`src/sv/rrt_pkg.sv`:
```
// shared types, widths and codes for the receive ring reader
package rrt_pkg;

  // fixed field widths
  localparam int CMD_W      = 3;
  localparam int BYTE_W     = 8;
  localparam int NEED_W     = 7;
  localparam int TMO_W      = 16;
  localparam int SIZE_W     = 9;
  localparam int CNT_W      = 8;
  localparam int CFG_IDX_W  = 1;
  localparam int CFG_DATA_W = 16;

  // command codes
  localparam logic [CMD_W-1:0] CMD_BYTE   = 3'd0;
  localparam logic [CMD_W-1:0] CMD_TICK   = 3'd1;
  localparam logic [CMD_W-1:0] CMD_READ   = 3'd2;
  localparam logic [CMD_W-1:0] CMD_CLEAR  = 3'd3;
  localparam logic [CMD_W-1:0] CMD_STATUS = 3'd4;

  // register indexes
  localparam logic [CFG_IDX_W-1:0] REG_RING_SIZE       = 1'd0;
  localparam logic [CFG_IDX_W-1:0] REG_DEFAULT_TIMEOUT = 1'd1;

  // register reset values
  localparam logic [SIZE_W-1:0] RING_SIZE_RST = 9'd256;
  localparam logic [TMO_W-1:0]  TIMEOUT_RST   = 16'd10;

  // work handed from the front to the back
  typedef struct packed {
    logic              is_run;     // data burst, else a single status/fail result
    logic [SIZE_W-1:0] ptr;        // first read position
    logic [SIZE_W-1:0] size;       // ring size in effect
    logic [NEED_W-1:0] len;        // bytes in the burst
    logic              fail_flag;  // sticky flag after the step
    logic [CNT_W-1:0]  byte_count; // unread bytes after the step
  } rrt_job_t;

endpackage

```
`src/sv/rrt_req_if.sv`:
```
// request channel: byte arrivals, ticks, reads and queries
interface rrt_req_if;
  logic                         valid;
  logic                         ready;
  logic [rrt_pkg::CMD_W-1:0]    cmd;
  logic [rrt_pkg::BYTE_W-1:0]   rx_byte;
  logic [rrt_pkg::NEED_W-1:0]   need_len;
  logic [rrt_pkg::TMO_W-1:0]    wait_ticks;
  logic                         use_default;

  modport source (output valid, cmd, rx_byte, need_len, wait_ticks, use_default,
                  input ready);
  modport sink   (input valid, cmd, rx_byte, need_len, wait_ticks, use_default,
                  output ready);
endinterface

```
`src/sv/rrt_rsp_if.sv`:
```
// response channel: delivered bytes and status results
interface rrt_rsp_if;
  logic                        valid;
  logic                        ready;
  logic [rrt_pkg::BYTE_W-1:0]  data;
  logic                        last;
  logic                        ok;
  logic                        fail_flag;
  logic [rrt_pkg::CNT_W-1:0]   byte_count;

  modport source (output valid, data, last, ok, fail_flag, byte_count, input ready);
  modport sink   (input valid, data, last, ok, fail_flag, byte_count, output ready);
endinterface

```
`src/sv/rrt_cfg_if.sv`:
```
// configuration write channel
interface rrt_cfg_if;
  logic                             valid;
  logic                             ready;
  logic [rrt_pkg::CFG_IDX_W-1:0]    index;
  logic [rrt_pkg::CFG_DATA_W-1:0]   data;

  modport source (output valid, index, data, input ready);
  modport sink   (input valid, index, data, output ready);
endinterface

```
`src/sv/rrt_ram.sv`:
```
// generic simple dual-port ram with registered read
module rrt_ram #(
  parameter int WIDTH = 8,
  parameter int DEPTH = 256
) (
  input  logic                     clk,
  input  logic                     we,
  input  logic [$clog2(DEPTH)-1:0] waddr,
  input  logic [WIDTH-1:0]         wdata,
  input  logic                     re,
  input  logic [$clog2(DEPTH)-1:0] raddr,
  output logic [WIDTH-1:0]         rdata
);

  logic [WIDTH-1:0] mem [DEPTH];

  // write port
  always_ff @(posedge clk) begin
    if (we) begin
      mem[waddr] <= wdata;
    end
  end

  // read port, holds while re is low
  always_ff @(posedge clk) begin
    if (re) begin
      rdata <= mem[raddr];
    end
  end

endmodule

```
`src/sv/rrt_front.sv`:
```
// front end: accepts commands, keeps ring pointers and timeout, issues jobs
module rrt_front #(
  parameter int RING_DEPTH = 256,
  parameter int MAX_READ   = 64
) (
  input  logic                              clk,
  input  logic                              rst,
  rrt_req_if.sink                           req,
  rrt_cfg_if.sink                           cfg,
  input  logic                              quiet,
  input  logic                              q_full,
  output logic                              push,
  output rrt_pkg::rrt_job_t                 job,
  output logic                              ram_we,
  output logic [$clog2(RING_DEPTH)-1:0]     ram_waddr,
  output logic [rrt_pkg::BYTE_W-1:0]        ram_wdata
);

  localparam int ADDR_W = $clog2(RING_DEPTH);
  localparam int PW     = (ADDR_W > rrt_pkg::SIZE_W) ? rrt_pkg::SIZE_W : ADDR_W;
  localparam int LW     = $clog2(MAX_READ + 1);
  localparam int SW     = rrt_pkg::SIZE_W;
  localparam int NW     = rrt_pkg::NEED_W;
  localparam int TW     = rrt_pkg::TMO_W;

  // unread entries between two pointers
  function automatic logic [SW-1:0] ring_avail(input logic [SW-1:0] w,
                                               input logic [SW-1:0] r,
                                               input logic [SW-1:0] s);
    return (w >= r) ? (w - r) : (s - r + w);
  endfunction

  // state
  logic [SW-1:0] ring_size, ring_size_next;
  logic [TW-1:0] default_timeout, default_timeout_next;
  logic [PW-1:0] wr_ptr, wr_ptr_next;
  logic [PW-1:0] rd_ptr, rd_ptr_next;
  logic          pending, pending_next;
  logic [LW-1:0] pending_len, pending_len_next;
  logic [TW-1:0] pending_timeout, pending_timeout_next;
  logic [TW-1:0] idle_ticks, idle_ticks_next;
  logic          failed, failed_next;

  // working values
  logic          accept;
  logic [SW-1:0] eff_size;
  logic [SW-1:0] w9, r9, w_inc;
  logic [SW-1:0] avail_now, avail_wr;
  logic [NW-1:0] need_c;
  logic [TW-1:0] tmo_sel, idle_inc;
  logic [NW-1:0] del_len;
  logic [SW-1:0] del_avail;
  logic [SW:0]   rsum;
  logic [SW-1:0] r_after;

  assign accept    = req.valid && req.ready;
  assign req.ready = !q_full && ((req.cmd != rrt_pkg::CMD_BYTE) || quiet);
  assign cfg.ready = 1'b1;

  // ring write port
  assign ram_we    = accept && (req.cmd == rrt_pkg::CMD_BYTE);
  assign ram_waddr = ADDR_W'(wr_ptr);
  assign ram_wdata = req.rx_byte;

  // effective size and pointer arithmetic
  always_comb begin
    if (ring_size == '0) begin
      eff_size = SW'(1);
    end else if (32'(ring_size) > RING_DEPTH) begin
      eff_size = SW'(RING_DEPTH);
    end else begin
      eff_size = ring_size;
    end
    w9        = SW'(wr_ptr);
    r9        = SW'(rd_ptr);
    w_inc     = ((w9 + SW'(1)) == eff_size) ? '0 : (w9 + SW'(1));
    avail_now = ring_avail(w9, r9, eff_size);
    avail_wr  = ring_avail(w_inc, r9, eff_size);
  end

  // request operands
  always_comb begin
    if (req.need_len == '0) begin
      need_c = NW'(1);
    end else if (32'(req.need_len) > MAX_READ) begin
      need_c = NW'(MAX_READ);
    end else begin
      need_c = req.need_len;
    end
    tmo_sel  = req.use_default ? default_timeout : req.wait_ticks;
    idle_inc = (idle_ticks == '1) ? idle_ticks : (idle_ticks + TW'(1));
  end

  // burst length, count and read pointer after delivery
  always_comb begin
    del_len   = (req.cmd == rrt_pkg::CMD_BYTE) ? NW'(pending_len) : need_c;
    del_avail = (req.cmd == rrt_pkg::CMD_BYTE) ? avail_wr : avail_now;
    rsum      = {1'b0, r9} + (SW + 1)'(del_len);
    r_after   = (rsum >= {1'b0, eff_size}) ? SW'(rsum - {1'b0, eff_size}) : SW'(rsum);
  end

  // command decode and next state
  always_comb begin
    ring_size_next       = ring_size;
    default_timeout_next = default_timeout;
    wr_ptr_next          = wr_ptr;
    rd_ptr_next          = rd_ptr;
    pending_next         = pending;
    pending_len_next     = pending_len;
    pending_timeout_next = pending_timeout;
    idle_ticks_next      = idle_ticks;
    failed_next          = failed;
    push                 = 1'b0;
    job.is_run           = 1'b0;
    job.ptr              = r9;
    job.size             = eff_size;
    job.len              = del_len;
    job.fail_flag        = failed;
    job.byte_count       = avail_now[rrt_pkg::CNT_W-1:0];

    if (accept) begin
      unique case (req.cmd)
        rrt_pkg::CMD_BYTE: begin
          wr_ptr_next     = PW'(w_inc);
          idle_ticks_next = '0;
          if (pending && (avail_wr >= SW'(pending_len))) begin
            push           = 1'b1;
            job.is_run     = 1'b1;
            job.byte_count = rrt_pkg::CNT_W'(del_avail - SW'(del_len));
            rd_ptr_next    = PW'(r_after);
            pending_next   = 1'b0;
          end
        end
        rrt_pkg::CMD_TICK: begin
          if (pending) begin
            idle_ticks_next = idle_inc;
            if (idle_inc >= pending_timeout) begin
              // timed out: drop unread bytes unless the timeout is zero
              if (pending_timeout != '0) begin
                rd_ptr_next    = wr_ptr;
                job.byte_count = '0;
              end
              failed_next   = 1'b1;
              pending_next  = 1'b0;
              push          = 1'b1;
              job.fail_flag = 1'b1;
            end
          end
        end
        rrt_pkg::CMD_READ: begin
          pending_next = 1'b0;
          if (avail_now >= SW'(need_c)) begin
            push           = 1'b1;
            job.is_run     = 1'b1;
            job.byte_count = rrt_pkg::CNT_W'(del_avail - SW'(del_len));
            rd_ptr_next    = PW'(r_after);
          end else if (tmo_sel == '0) begin
            failed_next   = 1'b1;
            push          = 1'b1;
            job.fail_flag = 1'b1;
          end else begin
            pending_next         = 1'b1;
            pending_len_next     = LW'(need_c);
            pending_timeout_next = tmo_sel;
            idle_ticks_next      = '0;
          end
        end
        rrt_pkg::CMD_CLEAR: begin
          failed_next = 1'b0;
        end
        rrt_pkg::CMD_STATUS: begin
          push = 1'b1;
        end
        default: begin
        end
      endcase
    end

    // register writes
    if (cfg.valid) begin
      unique case (cfg.index)
        rrt_pkg::REG_RING_SIZE: begin
          ring_size_next = cfg.data[SW-1:0];
          wr_ptr_next    = '0;
          rd_ptr_next    = '0;
        end
        rrt_pkg::REG_DEFAULT_TIMEOUT: begin
          default_timeout_next = cfg.data;
        end
        default: begin
        end
      endcase
    end
  end

  // state registers
  always_ff @(posedge clk) begin
    if (rst) begin
      ring_size       <= rrt_pkg::RING_SIZE_RST;
      default_timeout <= rrt_pkg::TIMEOUT_RST;
      wr_ptr          <= '0;
      rd_ptr          <= '0;
      pending         <= 1'b0;
      pending_len     <= '0;
      pending_timeout <= '0;
      idle_ticks      <= '0;
      failed          <= 1'b0;
    end else begin
      ring_size       <= ring_size_next;
      default_timeout <= default_timeout_next;
      wr_ptr          <= wr_ptr_next;
      rd_ptr          <= rd_ptr_next;
      pending         <= pending_next;
      pending_len     <= pending_len_next;
      pending_timeout <= pending_timeout_next;
      idle_ticks      <= idle_ticks_next;
      failed          <= failed_next;
    end
  end

endmodule

```
`src/sv/rrt_queue.sv`:
```
// short job queue between front and back
module rrt_queue #(
  parameter int DEPTH = 4
) (
  input  logic              clk,
  input  logic              rst,
  input  logic              push,
  input  rrt_pkg::rrt_job_t push_job,
  input  logic              pop,
  output rrt_pkg::rrt_job_t head,
  output logic              full,
  output logic              empty
);

  localparam int IW = (DEPTH > 1) ? $clog2(DEPTH) : 1;
  localparam int CW = $clog2(DEPTH + 1);

  rrt_pkg::rrt_job_t slots [DEPTH];
  logic [IW-1:0] wr_idx, rd_idx;
  logic [CW-1:0] count;

  assign full  = (count == CW'(DEPTH));
  assign empty = (count == '0);
  assign head  = slots[rd_idx];

  // storage
  always_ff @(posedge clk) begin
    if (push) begin
      slots[wr_idx] <= push_job;
    end
  end

  // pointers and fill level
  always_ff @(posedge clk) begin
    if (rst) begin
      wr_idx <= '0;
      rd_idx <= '0;
      count  <= '0;
    end else begin
      if (push) begin
        wr_idx <= (wr_idx == IW'(DEPTH - 1)) ? '0 : (wr_idx + IW'(1));
      end
      if (pop) begin
        rd_idx <= (rd_idx == IW'(DEPTH - 1)) ? '0 : (rd_idx + IW'(1));
      end
      if (push && !pop) begin
        count <= count + CW'(1);
      end else if (pop && !push) begin
        count <= count - CW'(1);
      end
    end
  end

endmodule

```
`src/sv/rrt_back.sv`:
```
// back end: plays out jobs, reading burst bytes from the ring
module rrt_back #(
  parameter int ADDR_W = 8
) (
  input  logic                        clk,
  input  logic                        rst,
  input  logic                        q_empty,
  input  rrt_pkg::rrt_job_t           q_head,
  output logic                        pop,
  output logic                        busy,
  output logic                        ram_re,
  output logic [ADDR_W-1:0]           ram_raddr,
  input  logic [rrt_pkg::BYTE_W-1:0]  ram_rdata,
  rrt_rsp_if.source                   rsp
);

  localparam int SW = rrt_pkg::SIZE_W;
  localparam int NW = rrt_pkg::NEED_W;

  rrt_pkg::rrt_job_t cur;
  logic [SW-1:0] ptr, ptr_inc;
  logic [NW-1:0] remain;
  logic          advance;
  logic          out_valid, out_is_data, out_last, out_ok, out_fail;
  logic [rrt_pkg::CNT_W-1:0] out_count;

  // output register frees up when empty or taken
  assign advance   = !out_valid || rsp.ready;
  assign pop       = !busy && !q_empty;
  assign ptr_inc   = ((ptr + SW'(1)) == cur.size) ? '0 : (ptr + SW'(1));
  assign ram_re    = busy && advance && cur.is_run;
  assign ram_raddr = ADDR_W'(ptr);

  // response port
  assign rsp.valid      = out_valid;
  assign rsp.data       = out_is_data ? ram_rdata : '0;
  assign rsp.last       = out_last;
  assign rsp.ok         = out_ok;
  assign rsp.fail_flag  = out_fail;
  assign rsp.byte_count = out_count;

  // control
  always_ff @(posedge clk) begin
    if (rst) begin
      busy      <= 1'b0;
      out_valid <= 1'b0;
    end else begin
      if (pop) begin
        busy <= 1'b1;
      end else if (busy && advance && (remain == NW'(1))) begin
        busy <= 1'b0;
      end
      if (advance) begin
        out_valid <= busy;
      end
    end
  end

  // job load and per-result step
  always_ff @(posedge clk) begin
    if (pop) begin
      cur    <= q_head;
      ptr    <= q_head.ptr;
      remain <= q_head.is_run ? q_head.len : NW'(1);
    end else if (busy && advance) begin
      ptr    <= ptr_inc;
      remain <= remain - NW'(1);
    end
    if (busy && advance) begin
      out_is_data <= cur.is_run;
      out_last    <= (remain == NW'(1));
      out_ok      <= cur.is_run;
      out_fail    <= cur.fail_flag;
      out_count   <= cur.byte_count;
    end
  end

endmodule

```
`src/sv/rx_ring_reader_with_timeout.sv`:
```
// top level: receive ring reader with idle timeout
//
//   channel  dir  handshake     carries
//   req      in   valid/ready   cmd, rx_byte, need_len, wait_ticks, use_default
//   rsp      out  valid/ready   data, last, ok, fail_flag, byte_count
//   cfg      in   valid/ready   index, data (0 ring_size, 1 default_timeout)
//
// ticks, reads, clears and queries are taken one per cycle while the job queue has room.
// a read burst streams one byte per cycle from the ring ram while rsp is ready;
// before its first byte, the job passes the queue, the back end load and the ram read.
// a byte arrival is held off while any job still waits in the queue or the back end.
// reset is synchronous; the ring store itself is not cleared.
// a stall on rsp holds the back end; the queue keeps the front end going until it fills.
module rx_ring_reader_with_timeout #(
  parameter int RING_DEPTH = 256,
  parameter int MAX_READ   = 64
) (
  input  logic       clk,
  input  logic       rst,
  rrt_req_if.sink    req,
  rrt_rsp_if.source  rsp,
  rrt_cfg_if.sink    cfg
);

  localparam int ADDR_W = $clog2(RING_DEPTH);

  rrt_pkg::rrt_job_t push_job, q_head;
  logic push, pop, q_full, q_empty, back_busy, quiet;
  logic ram_we, ram_re;
  logic [ADDR_W-1:0] ram_waddr, ram_raddr;
  logic [rrt_pkg::BYTE_W-1:0] ram_wdata, ram_rdata;

  // no burst in flight
  assign quiet = q_empty && !back_busy;

  rrt_front #(
    .RING_DEPTH (RING_DEPTH),
    .MAX_READ   (MAX_READ)
  ) u_front (
    .clk       (clk),
    .rst       (rst),
    .req       (req),
    .cfg       (cfg),
    .quiet     (quiet),
    .q_full    (q_full),
    .push      (push),
    .job       (push_job),
    .ram_we    (ram_we),
    .ram_waddr (ram_waddr),
    .ram_wdata (ram_wdata)
  );

  rrt_queue #(
    .DEPTH (4)
  ) u_queue (
    .clk      (clk),
    .rst      (rst),
    .push     (push),
    .push_job (push_job),
    .pop      (pop),
    .head     (q_head),
    .full     (q_full),
    .empty    (q_empty)
  );

  rrt_ram #(
    .WIDTH (rrt_pkg::BYTE_W),
    .DEPTH (RING_DEPTH)
  ) u_ring (
    .clk   (clk),
    .we    (ram_we),
    .waddr (ram_waddr),
    .wdata (ram_wdata),
    .re    (ram_re),
    .raddr (ram_raddr),
    .rdata (ram_rdata)
  );

  rrt_back #(
    .ADDR_W (ADDR_W)
  ) u_back (
    .clk       (clk),
    .rst       (rst),
    .q_empty   (q_empty),
    .q_head    (q_head),
    .pop       (pop),
    .busy      (back_busy),
    .ram_re    (ram_re),
    .ram_raddr (ram_raddr),
    .ram_rdata (ram_rdata),
    .rsp       (rsp)
  );

endmodule
```
`src/flat_wrapper.sv`:
```
// flat-port wrapper written by rule: the top's interface ports become plain ports
module rx_ring_reader_with_timeout_flat 
#(
  parameter int RING_DEPTH = 256,
  parameter int MAX_READ   = 64
)
  (clk, rst, req_valid, req_cmd, req_rx_byte, req_need_len, req_wait_ticks, req_use_default, req_ready, rsp_valid, rsp_data, rsp_last, rsp_ok, rsp_fail_flag, rsp_byte_count, rsp_ready, cfg_valid, cfg_index, cfg_data, cfg_ready);
  rrt_req_if req_i ();
  rrt_rsp_if rsp_i ();
  rrt_cfg_if cfg_i ();
  input  logic clk;
  input  logic rst;
  input wire logic [$bits(req_i.valid)-1:0] req_valid;
  input wire logic [$bits(req_i.cmd)-1:0] req_cmd;
  input wire logic [$bits(req_i.rx_byte)-1:0] req_rx_byte;
  input wire logic [$bits(req_i.need_len)-1:0] req_need_len;
  input wire logic [$bits(req_i.wait_ticks)-1:0] req_wait_ticks;
  input wire logic [$bits(req_i.use_default)-1:0] req_use_default;
  output wire logic [$bits(req_i.ready)-1:0] req_ready;
  output wire logic [$bits(rsp_i.valid)-1:0] rsp_valid;
  output wire logic [$bits(rsp_i.data)-1:0] rsp_data;
  output wire logic [$bits(rsp_i.last)-1:0] rsp_last;
  output wire logic [$bits(rsp_i.ok)-1:0] rsp_ok;
  output wire logic [$bits(rsp_i.fail_flag)-1:0] rsp_fail_flag;
  output wire logic [$bits(rsp_i.byte_count)-1:0] rsp_byte_count;
  input wire logic [$bits(rsp_i.ready)-1:0] rsp_ready;
  input wire logic [$bits(cfg_i.valid)-1:0] cfg_valid;
  input wire logic [$bits(cfg_i.index)-1:0] cfg_index;
  input wire logic [$bits(cfg_i.data)-1:0] cfg_data;
  output wire logic [$bits(cfg_i.ready)-1:0] cfg_ready;
  assign req_i.valid = req_valid;
  assign req_i.cmd = req_cmd;
  assign req_i.rx_byte = req_rx_byte;
  assign req_i.need_len = req_need_len;
  assign req_i.wait_ticks = req_wait_ticks;
  assign req_i.use_default = req_use_default;
  assign req_ready = req_i.ready;
  assign rsp_valid = rsp_i.valid;
  assign rsp_data = rsp_i.data;
  assign rsp_last = rsp_i.last;
  assign rsp_ok = rsp_i.ok;
  assign rsp_fail_flag = rsp_i.fail_flag;
  assign rsp_byte_count = rsp_i.byte_count;
  assign rsp_i.ready = rsp_ready;
  assign cfg_i.valid = cfg_valid;
  assign cfg_i.index = cfg_index;
  assign cfg_i.data = cfg_data;
  assign cfg_ready = cfg_i.ready;
  rx_ring_reader_with_timeout #(.RING_DEPTH(RING_DEPTH), .MAX_READ(MAX_READ)) u_core (.clk(clk), .rst(rst), .req(req_i), .rsp(rsp_i), .cfg(cfg_i));
endmodule
```
`config.mk`:
```
export PLATFORM = sky130hd
export DESIGN_NAME = rx_ring_reader_with_timeout_flat
export DESIGN_NICKNAME = d
export VERILOG_FILES = /design/src/sv/rrt_pkg.sv /design/src/sv/rrt_req_if.sv /design/src/sv/rrt_rsp_if.sv /design/src/sv/rrt_cfg_if.sv /design/src/sv/rrt_ram.sv /design/src/sv/rrt_front.sv /design/src/sv/rrt_queue.sv /design/src/sv/rrt_back.sv /design/src/sv/rx_ring_reader_with_timeout.sv /design/src/flat_wrapper.sv
export SDC_FILE = /design/constraint.sdc
export NUM_CORES = 2
export LEC_CHECK = 0
export ABC_AREA = 1
export BUFFER_PORTS_ARGS = -buffer_cell sky130_fd_sc_hd__buf_2
export CORE_MARGIN = 1.5
export CORE_UTILIZATION = 35
export CTS_CLUSTER_SIZE = 30
export DETAILED_ROUTE_END_ITERATION = 8
export PLACE_DENSITY_LB_ADDON = 0.1
export SETUP_SLACK_MARGIN = 0.2
export SYNTH_ARGS = -nofsm -noshare
export SYNTH_HDL_FRONTEND = slang
export SYNTH_SLANG_ARGS = --single-unit
```
`constraint.sdc`:
```
create_clock -name clk -period 5.8 [get_ports clk]
set_input_delay 0.87 -clock clk [delete_from_list [all_inputs] [get_ports clk]]
set_output_delay 0.87 -clock clk [all_outputs]
set_load 0.01 [all_outputs]
```
[After elaboration in Yosys (flattened, before gate mapping)]
Memories as Yosys holds them, arrays and structs flattened. A register that Yosys moved wholly into a read port is not among the register bits.
Index checks and enable logic that the tools add are counted.
Word-level totals
  bits of input ports: 57
  memories: 2
  flip-flop bits (word level): 137
  output and inout port bits: 22
  bits in writable memories: 2184
Cells by class
  $add $sub $neg: 16
  equal/unequal tests: 16
  bitwise operators: 3
  $lt $le $gt $ge: 8
  muxes and demuxes: 77
  reductions and logical operators: 37
Memories
  u_core.u_ring.mem: words 256, bits a word 8, read ports 1, clocked after Yosys merged registers in 1, write ports 1, line rrt_ram.sv:15  | logic [WIDTH-1:0] mem [DEPTH];
  u_core.u_queue.slots: words 4, bits a word 34, read ports 1, clocked after Yosys merged registers in 1, write ports 1, line rrt_queue.sv:18  | rrt_pkg::rrt_job_t slots [DEPTH];
Operators by type and width (number)
  $mux 8: 18
  $mux 9: 11
  $mux 16: 5
  $pmux 16 s3: 1
  $pmux 8 s3: 2
  $mux 7: 6
  $mux 1: 23
  $eq 9x9->1: 2
  $ge 9x7->1: 2
  $sub 9x8->9: 2
  $add 16x1->16 const B: 1
  $eq 16x16->1 const B: 1
  $ge 16x16->1: 1
  $logic_not 16->1: 1
  $reduce_bool 16->1: 1
  $logic_and 1x1->1: 11
  $add 8x1->9 const B: 1
  $add 8x7->9: 1
  $add 9x1->9 const B: 1
  $add 9x8->9: 1
  $add 9x9->9: 1
  $ge 9x8->1: 1
  $ge 9x9->1: 1
  $gt 9x9->1 const B: 1
  33 further kinds: 61

[Depth between registers and ports, before layout]
  word-level depth: 16
  mapped depth: 46
  mapped depth without buffers: 44

[By module]
Synthesis repeated with hierarchy kept, for this count alone.
Unflattened totals
  cell total of the unflattened synthesis: 9017
  area total of the unflattened synthesis: 100156.1 um^2
Modules (own cells, without submodules)
  rrt_ram: area an instance 83476.3 um^2, cells each 7003, sequential area each 61739.2 um^2, times used 1
  rrt_front: area an instance 8602.0 um^2, cells each 1372, sequential area each 1641.6 um^2, times used 1
  rrt_queue: area an instance 5651.7 um^2, cells each 397, sequential area each 4384.2 um^2, times used 1
  rrt_back: area an instance 2416.1 um^2, cells each 243, sequential area each 1421.4 um^2, times used 1
  rx_ring_reader_with_timeout: area an instance 10.0 um^2, cells each 2, sequential area each 0.0 um^2, times used 1

[Worst setup path after synthesis]
No wires, ideal clock.
  kind: register to register
  start point: register u_core.u_front.wr_ptr[1] (netlist: u_core.u_front.ram_waddr[1])
  end point: memory u_core.u_queue.slots[0][0] (netlist bit) (enable)
  stages on the path, launching flop included: 38
  path buffers: 1
  setup time: 0.425 ns
  arrival time: 5.897 ns
  data required time: 5.375 ns
  clock period less this slack: 6.322 ns
  slack: -0.522 ns
  cells stage by stage: dfxtp_1 -> ha_1 -> nand2_1 -> nor2_4 -> inv_2 -> nand2_1 -> nand2_1 -> nand2_1 -> nand3_1 -> nor2_1 -> nand3_2 -> buf_2 -> nand2_1 -> inv_1 -> ha_1 -> a21oi_1 -> nor2_1 -> a211oi_1 -> [2 not listed] -> inv_2 -> nand2_1 -> o21ai_0 -> ha_1 -> inv_1 -> a21boi_0 -> o21a_1 -> o21a_1 -> o21a_1 -> o21a_1 -> o21ai_0 -> nand2_1 -> nor2_2 -> nand2_4 -> nand3_4 -> nand2_2 -> nand2_1 -> nor2_1
On the way
  word-level cells in the longest chain between the ends: 12
  elaborated cells on any way between the ends: 20
  classes of those cells: add/sub: 5; order compare: 4; eq/ne: 1; mux: 9; reduce/logical: 1
Ends and longest elaborated chain
  start: declaration: line rrt_front.sv:36  | logic [PW-1:0] wr_ptr, wr_ptr_next;
  start signal: assignment: line rrt_front.sv:211  | wr_ptr <= wr_ptr_next;
  $add 8x1->9: line rrt_front.sv:76  | w_inc = ((w9 + SW'(1)) == eff_size) ? '0 : (w9 + SW'(1));
  $eq 9x9->1: line rrt_front.sv:76
  $mux 9: line rrt_front.sv:76
  $add 9x9->9, or another cell as far along: line rrt_front.sv:30  | return (w >= r) ? (w - r) : (s - r + w);
  $mux 9: line rrt_front.sv:30
  $ge 9x7->1: line rrt_front.sv:126  | if (pending && (avail_wr >= SW'(pending_len))) begin
  $logic_and 1x1->1: line rrt_front.sv:126
  $mux 1: line rrt_front.sv:126
  $pmux 1 s4 (*): line rrt_front.sv:122  | unique case (req.cmd)
  $mux 1 (*): line rrt_front.sv:121  | if (accept) begin
  $mux 1 (*): line rrt_queue.sv:28  | if (push) begin
  $mux 1 (implied by the code) (*): line rrt_queue.sv:29  | slots[wr_idx] <= push_job;
  end: declaration: line rrt_queue.sv:18
Mark *: on every way between the ends. The rest lies on a longest branch, timed or not.

[Worst setup path after layout]
  start point: register u_core.u_front.wr_ptr[1] (netlist: u_core.u_front.ram_waddr[1])
  end point: register u_core.u_queue.count[1]
On the way
  word-level cells in the longest chain between the ends: 13
  elaborated cells on any way between the ends: 23
  classes of those cells: add/sub: 5; order compare: 4; eq/ne: 1; mux: 8; reduce/logical: 5
Ends and longest elaborated chain
  $add 8x1->9: line rrt_front.sv:76
  $eq 9x9->1: line rrt_front.sv:76
  $mux 9: line rrt_front.sv:76
  $add 9x9->9, or another cell as far along: line rrt_front.sv:30
  $mux 9: line rrt_front.sv:30
  $ge 9x7->1: line rrt_front.sv:126
  $logic_and 1x1->1: line rrt_front.sv:126
  $mux 1: line rrt_front.sv:126
  $pmux 1 s4 (*): line rrt_front.sv:122
  $mux 1 (*): line rrt_front.sv:121
  named net u_core.push: line rx_ring_reader_with_timeout.sv:28  | logic push, pop, q_full, q_empty, back_busy, quiet;
  $logic_not 1->1: line rrt_queue.sv:48  | end else if (pop && !push) begin
  $logic_and 1x1->1: line rrt_queue.sv:48
  $reduce_bool 2->1 (no source line)
  end signal: assignment: line rrt_queue.sv:47  | count <= count + CW'(1);
  end signal: assignment: line rrt_queue.sv:49  | count <= count - CW'(1);
  end: declaration: line rrt_queue.sv:20  | logic [CW-1:0] count;
Mark *: on every way through the listed nets, which the timed path passes. The rest lies on a longest branch.
A chain may end at the register's enable or synchronous reset.

==> key figures <==
Run
  • Maxcap violations: 0

Yosys
  • Most numerous cell in the Yosys netlist: edfxtp_1
  • Ys async rst share: 0%
  • Synthesized flop and latch total: 2,331
  • Number of flops mapped to enable cells by yosys: 2,238
  • Area leader, netlist: edfxtp_1
  • Post-Synthesis Cells: 8,169
  • Register area share after synthesis: 71.1%
  • Yosys top cell area share: 69.2%
  • Syn_area_per_cell: 11.9 µm²
  • Yosys warns: 0
  • Synth top cells by count: 2,238 x edfxtp_1, 1,874 x nor2_1, 1,535 x o21ai_0
  • Cell Area, Synth: 97,200 µm²
  • Ranking of synthesized cells by area: edfxtp_1 69%, o21ai_0 7.9%, nor2_1 7.2%
  • Post-synth cell types: 55
  • Net Count, Synth: 8,340
  • Top FF cell, synth: edfxtp_1

Timing
  • Worst-margin pin slew: 1170 ps
  • Fmax achieved: 183 MHz
  • Slew Limit Fails: 0
  • Rel. slew slack: 22.3%
  • Tmin final: 5470 ps
  • Final Hold Fails: 0
  • Final setup violating endpoints: 0
  • RSZ-0062 raised after global routing: true
  • Layout Skew: 45.2 ps
  • Period utilization: 94.3%
  • Final worst setup slack: 330 ps

Floorplan
  • Die Width: 530 µm
  • Die area: 281,000 µm²
  • Area of the core: 276,000 µm²
  • Row count: 193
  • Die Height: 530 µm
  • Initial Utilization: 35.2%
  • Boundary Pins: 79

Finish
  • Syn-to-layout area delta: 16.7%
  • Share of cells above drive strength 1: 12.5%
  • Fin cells: 12,386
  • Fillers: 26,350
  • Fin area: 113,000 µm²
  • Post-layout nets: 8,633

Detailed routing
  • Post-DR vias/cell: 5.36
  • First DRT Iteration DRCs: 5,871
  • WL final: 317,000 µm
  • Antenna Nets Post-Route: 0
  • Via count: 66,355
  • DR pass1 iterations: 5
  • Routed len/inst: 25.6 µm
  • DRC: 0

Clock tree
  • CTS tree: done
  • # hold bufs at CTS: 0
  • Total CTS buffers: 271
  • Max H-tree Level: 5
  • CTS clk-pin slew, worst paths: 60 ps
  • CTS max path bufs: 4
  • Clock latency at the later pin of the worst-skew pair: 890 ps
  • Clock sink count: 2,331
  • Root buffer cell: clkbuf_16

Critical path
  • Worst Setup Start Kind: register
  • Largest stage delay, worst path: 410 ps
  • Arrival @ worst endpoint: 6240 ps
  • Cells on worst reg2reg path: 39
  • Slowest cell on crit path: fa_1
  • Setup slack, reg-to-reg: 330 ps
  • Critical path class: register to register
  • Endpoint type of the worst setup path: register
  • Reg-to-Reg End: u_core.u_queue.count[1]
  • CP required: 6570 ps
  • Max Fanout on Critical Path: 6
  • Reg2reg start: u_core.u_front.ram_waddr[1]

Run status
  • Outcome: complete, no violations

Global route
  • Gr usage total: 22.1%
  • Vias in the first global route: 64,337
  • Antenna violations before repair: 8
  • First-pass GRT wire length: 460,000 µm
  • Grt met1 use: 30.7%
  • M2 GR Usage: 36.4%
  • Met3 usage: 3.01%
  • Largest net degree at the start of global routing: 156
  • Total gr overflow: 0
  • GRT busiest layer: met2

Placement
  • Routability congestion estimate: 0.879
  • Setup slack at placement: 21.2 ps
  • DP Area: 105,000 µm²
  • IO buf count: 77
  • Placed cells: 11,882
  • Final HPWL DP: 190,000 µm

Hold path
  • Hold Crit Class: primary input to register
  • Hold path depth: 2
  • Critical hold path startpoint: req_cmd[1]
  • Sink of the worst hold path: u_core.u_front.failed

Power
  • Worst IR Drop VDD: 353 µV
  • Pwr dens: 482 nW/µm²
  • Leak Pwr: 37.8 nW
  • Total power draw: 54.7 mW
-- metal layers --
metal	wire (µm)	part of all wire, %	vias to the layer above
met5	0	0	-
li1	-	-	30518
met4	8640	2.7	0
met1	141000	45	33609
met2	151000	48	1810
met3	16100	5.1	418
-- stage by stage --
step | utilization [%] | hold slack (ps) | TNS [ps]
floorplan | - | 400 | 0
global placement | 37.9 | 404 | -40.7
detailed placement | 37.9 | 407 | 0
CTS | 41.0 | 172 | 0
global route | 41.1 | 209 | 0
finish | 41.1 | 254 | 0
-- area by class of cell --
type                    count  area, µm²  share of cell area, %
clock inverters           146       1220                   1.07
repair buffers            570       4860                   4.29
multi-input cells        5006      25400                   22.4
inverters                 282       1090                  0.960
diodes                      7       17.5                 0.0154
flip-flops and latches   2331      69100                   60.9
clock buffers             339       7170                   6.32
well taps                3705       4640                   4.09
-- flip-flops by register name, summed over array words and instances (netlist names), 9 cells and up, named ones only --
name / flops
u_core.u_front.default_timeout: 16
u_core.u_front.pending_timeout: 16
u_core.u_queue.slots: 136
u_core.u_back.ptr: 9
u_core.u_ring.mem: 2048
u_core.u_front.idle_ticks: 16
u_core.u_back.cur: 19
u_core.u_front.ring_size: 9
-- worst max path at each step --
stage                                      startpoint                      end  slack [ps]
after detailed placement  u_core.u_front.ram_waddr[0]  u_core.u_queue.count[1]          20
after global placement    u_core.u_front.ram_waddr[0]  u_core.u_queue.count[1]         -40
final                     u_core.u_front.ram_waddr[1]  u_core.u_queue.count[1]         330
after global routing      u_core.u_front.ram_waddr[1]  u_core.u_queue.count[1]          20
after CTS                 u_core.u_front.ram_waddr[0]  u_core.u_queue.count[1]         200
after floorplan           u_core.u_front.ram_waddr[1]  u_core.u_queue.count[1]         230
-- power breakdown --
group	internal (mW)	switching (mW)	total, mW
clock	9.40	7.02	16.4
combinational	5.39	13.7	19.1
sequential	18.9	0.260	19.2
-- critical path, delay by kind of cell (launching register included) --
kind / cells / cell delay, ps
AO/OA/AOI/OAI: 10 / 1110
XOR/XNOR: 1 / 130
adder cells (fa/ha/maj): 5 / 1370
buffers and inverters: 8 / 540
flip-flops: 1 / 380
AND/OR/NAND/NOR: 15 / 1820
-- cells in the final DEF, fill, tap and decap left out, types with 54 or more instances in the layout --
master | Yosys | final
dfxtp_1 | 93 | 87
clkinv_1 | 5 | 57
clkbuf_1 | 522 | 61
o22ai_1 | 666 | 666
edfxtp_1 | 2238 | 2238
buf_12 | 0 | 54
nand2_1 | 298 | 266
buf_2 | 14 | 69
ha_1 | 105 | 95
a21oi_1 | 148 | 144
nor2_1 | 1874 | 1866
buf_4 | 2 | 433
clkbuf_16 | 0 | 277
nand3_1 | 71 | 65
o21ai_0 | 1535 | 1519
inv_1 | 272 | 255
-- kinds of logic after synthesis --
group | synth area share [%]
DFF | 71.1
other | 0.00386
buffers and inverters | 3.25
muxes | 0.170
AOI/OAI and AO/OA | 13.9
xor gates and xnor gates | 0.622
adders and majority gates | 1.54
and+or+nand+nor | 9.40
-- repair_timing --
| action | in CTS | in global routing |
|---|---|---|
| gates resized for setup | 23 | 77 |
| pin swaps | 10 | 29 |
| setup buffers | 3 | 9 |
| endpoints found under the hold margin | 0 | 0 |
| endpoints found under the setup margin | 6 | 197 |
Power figures use the tool's default switching activity.
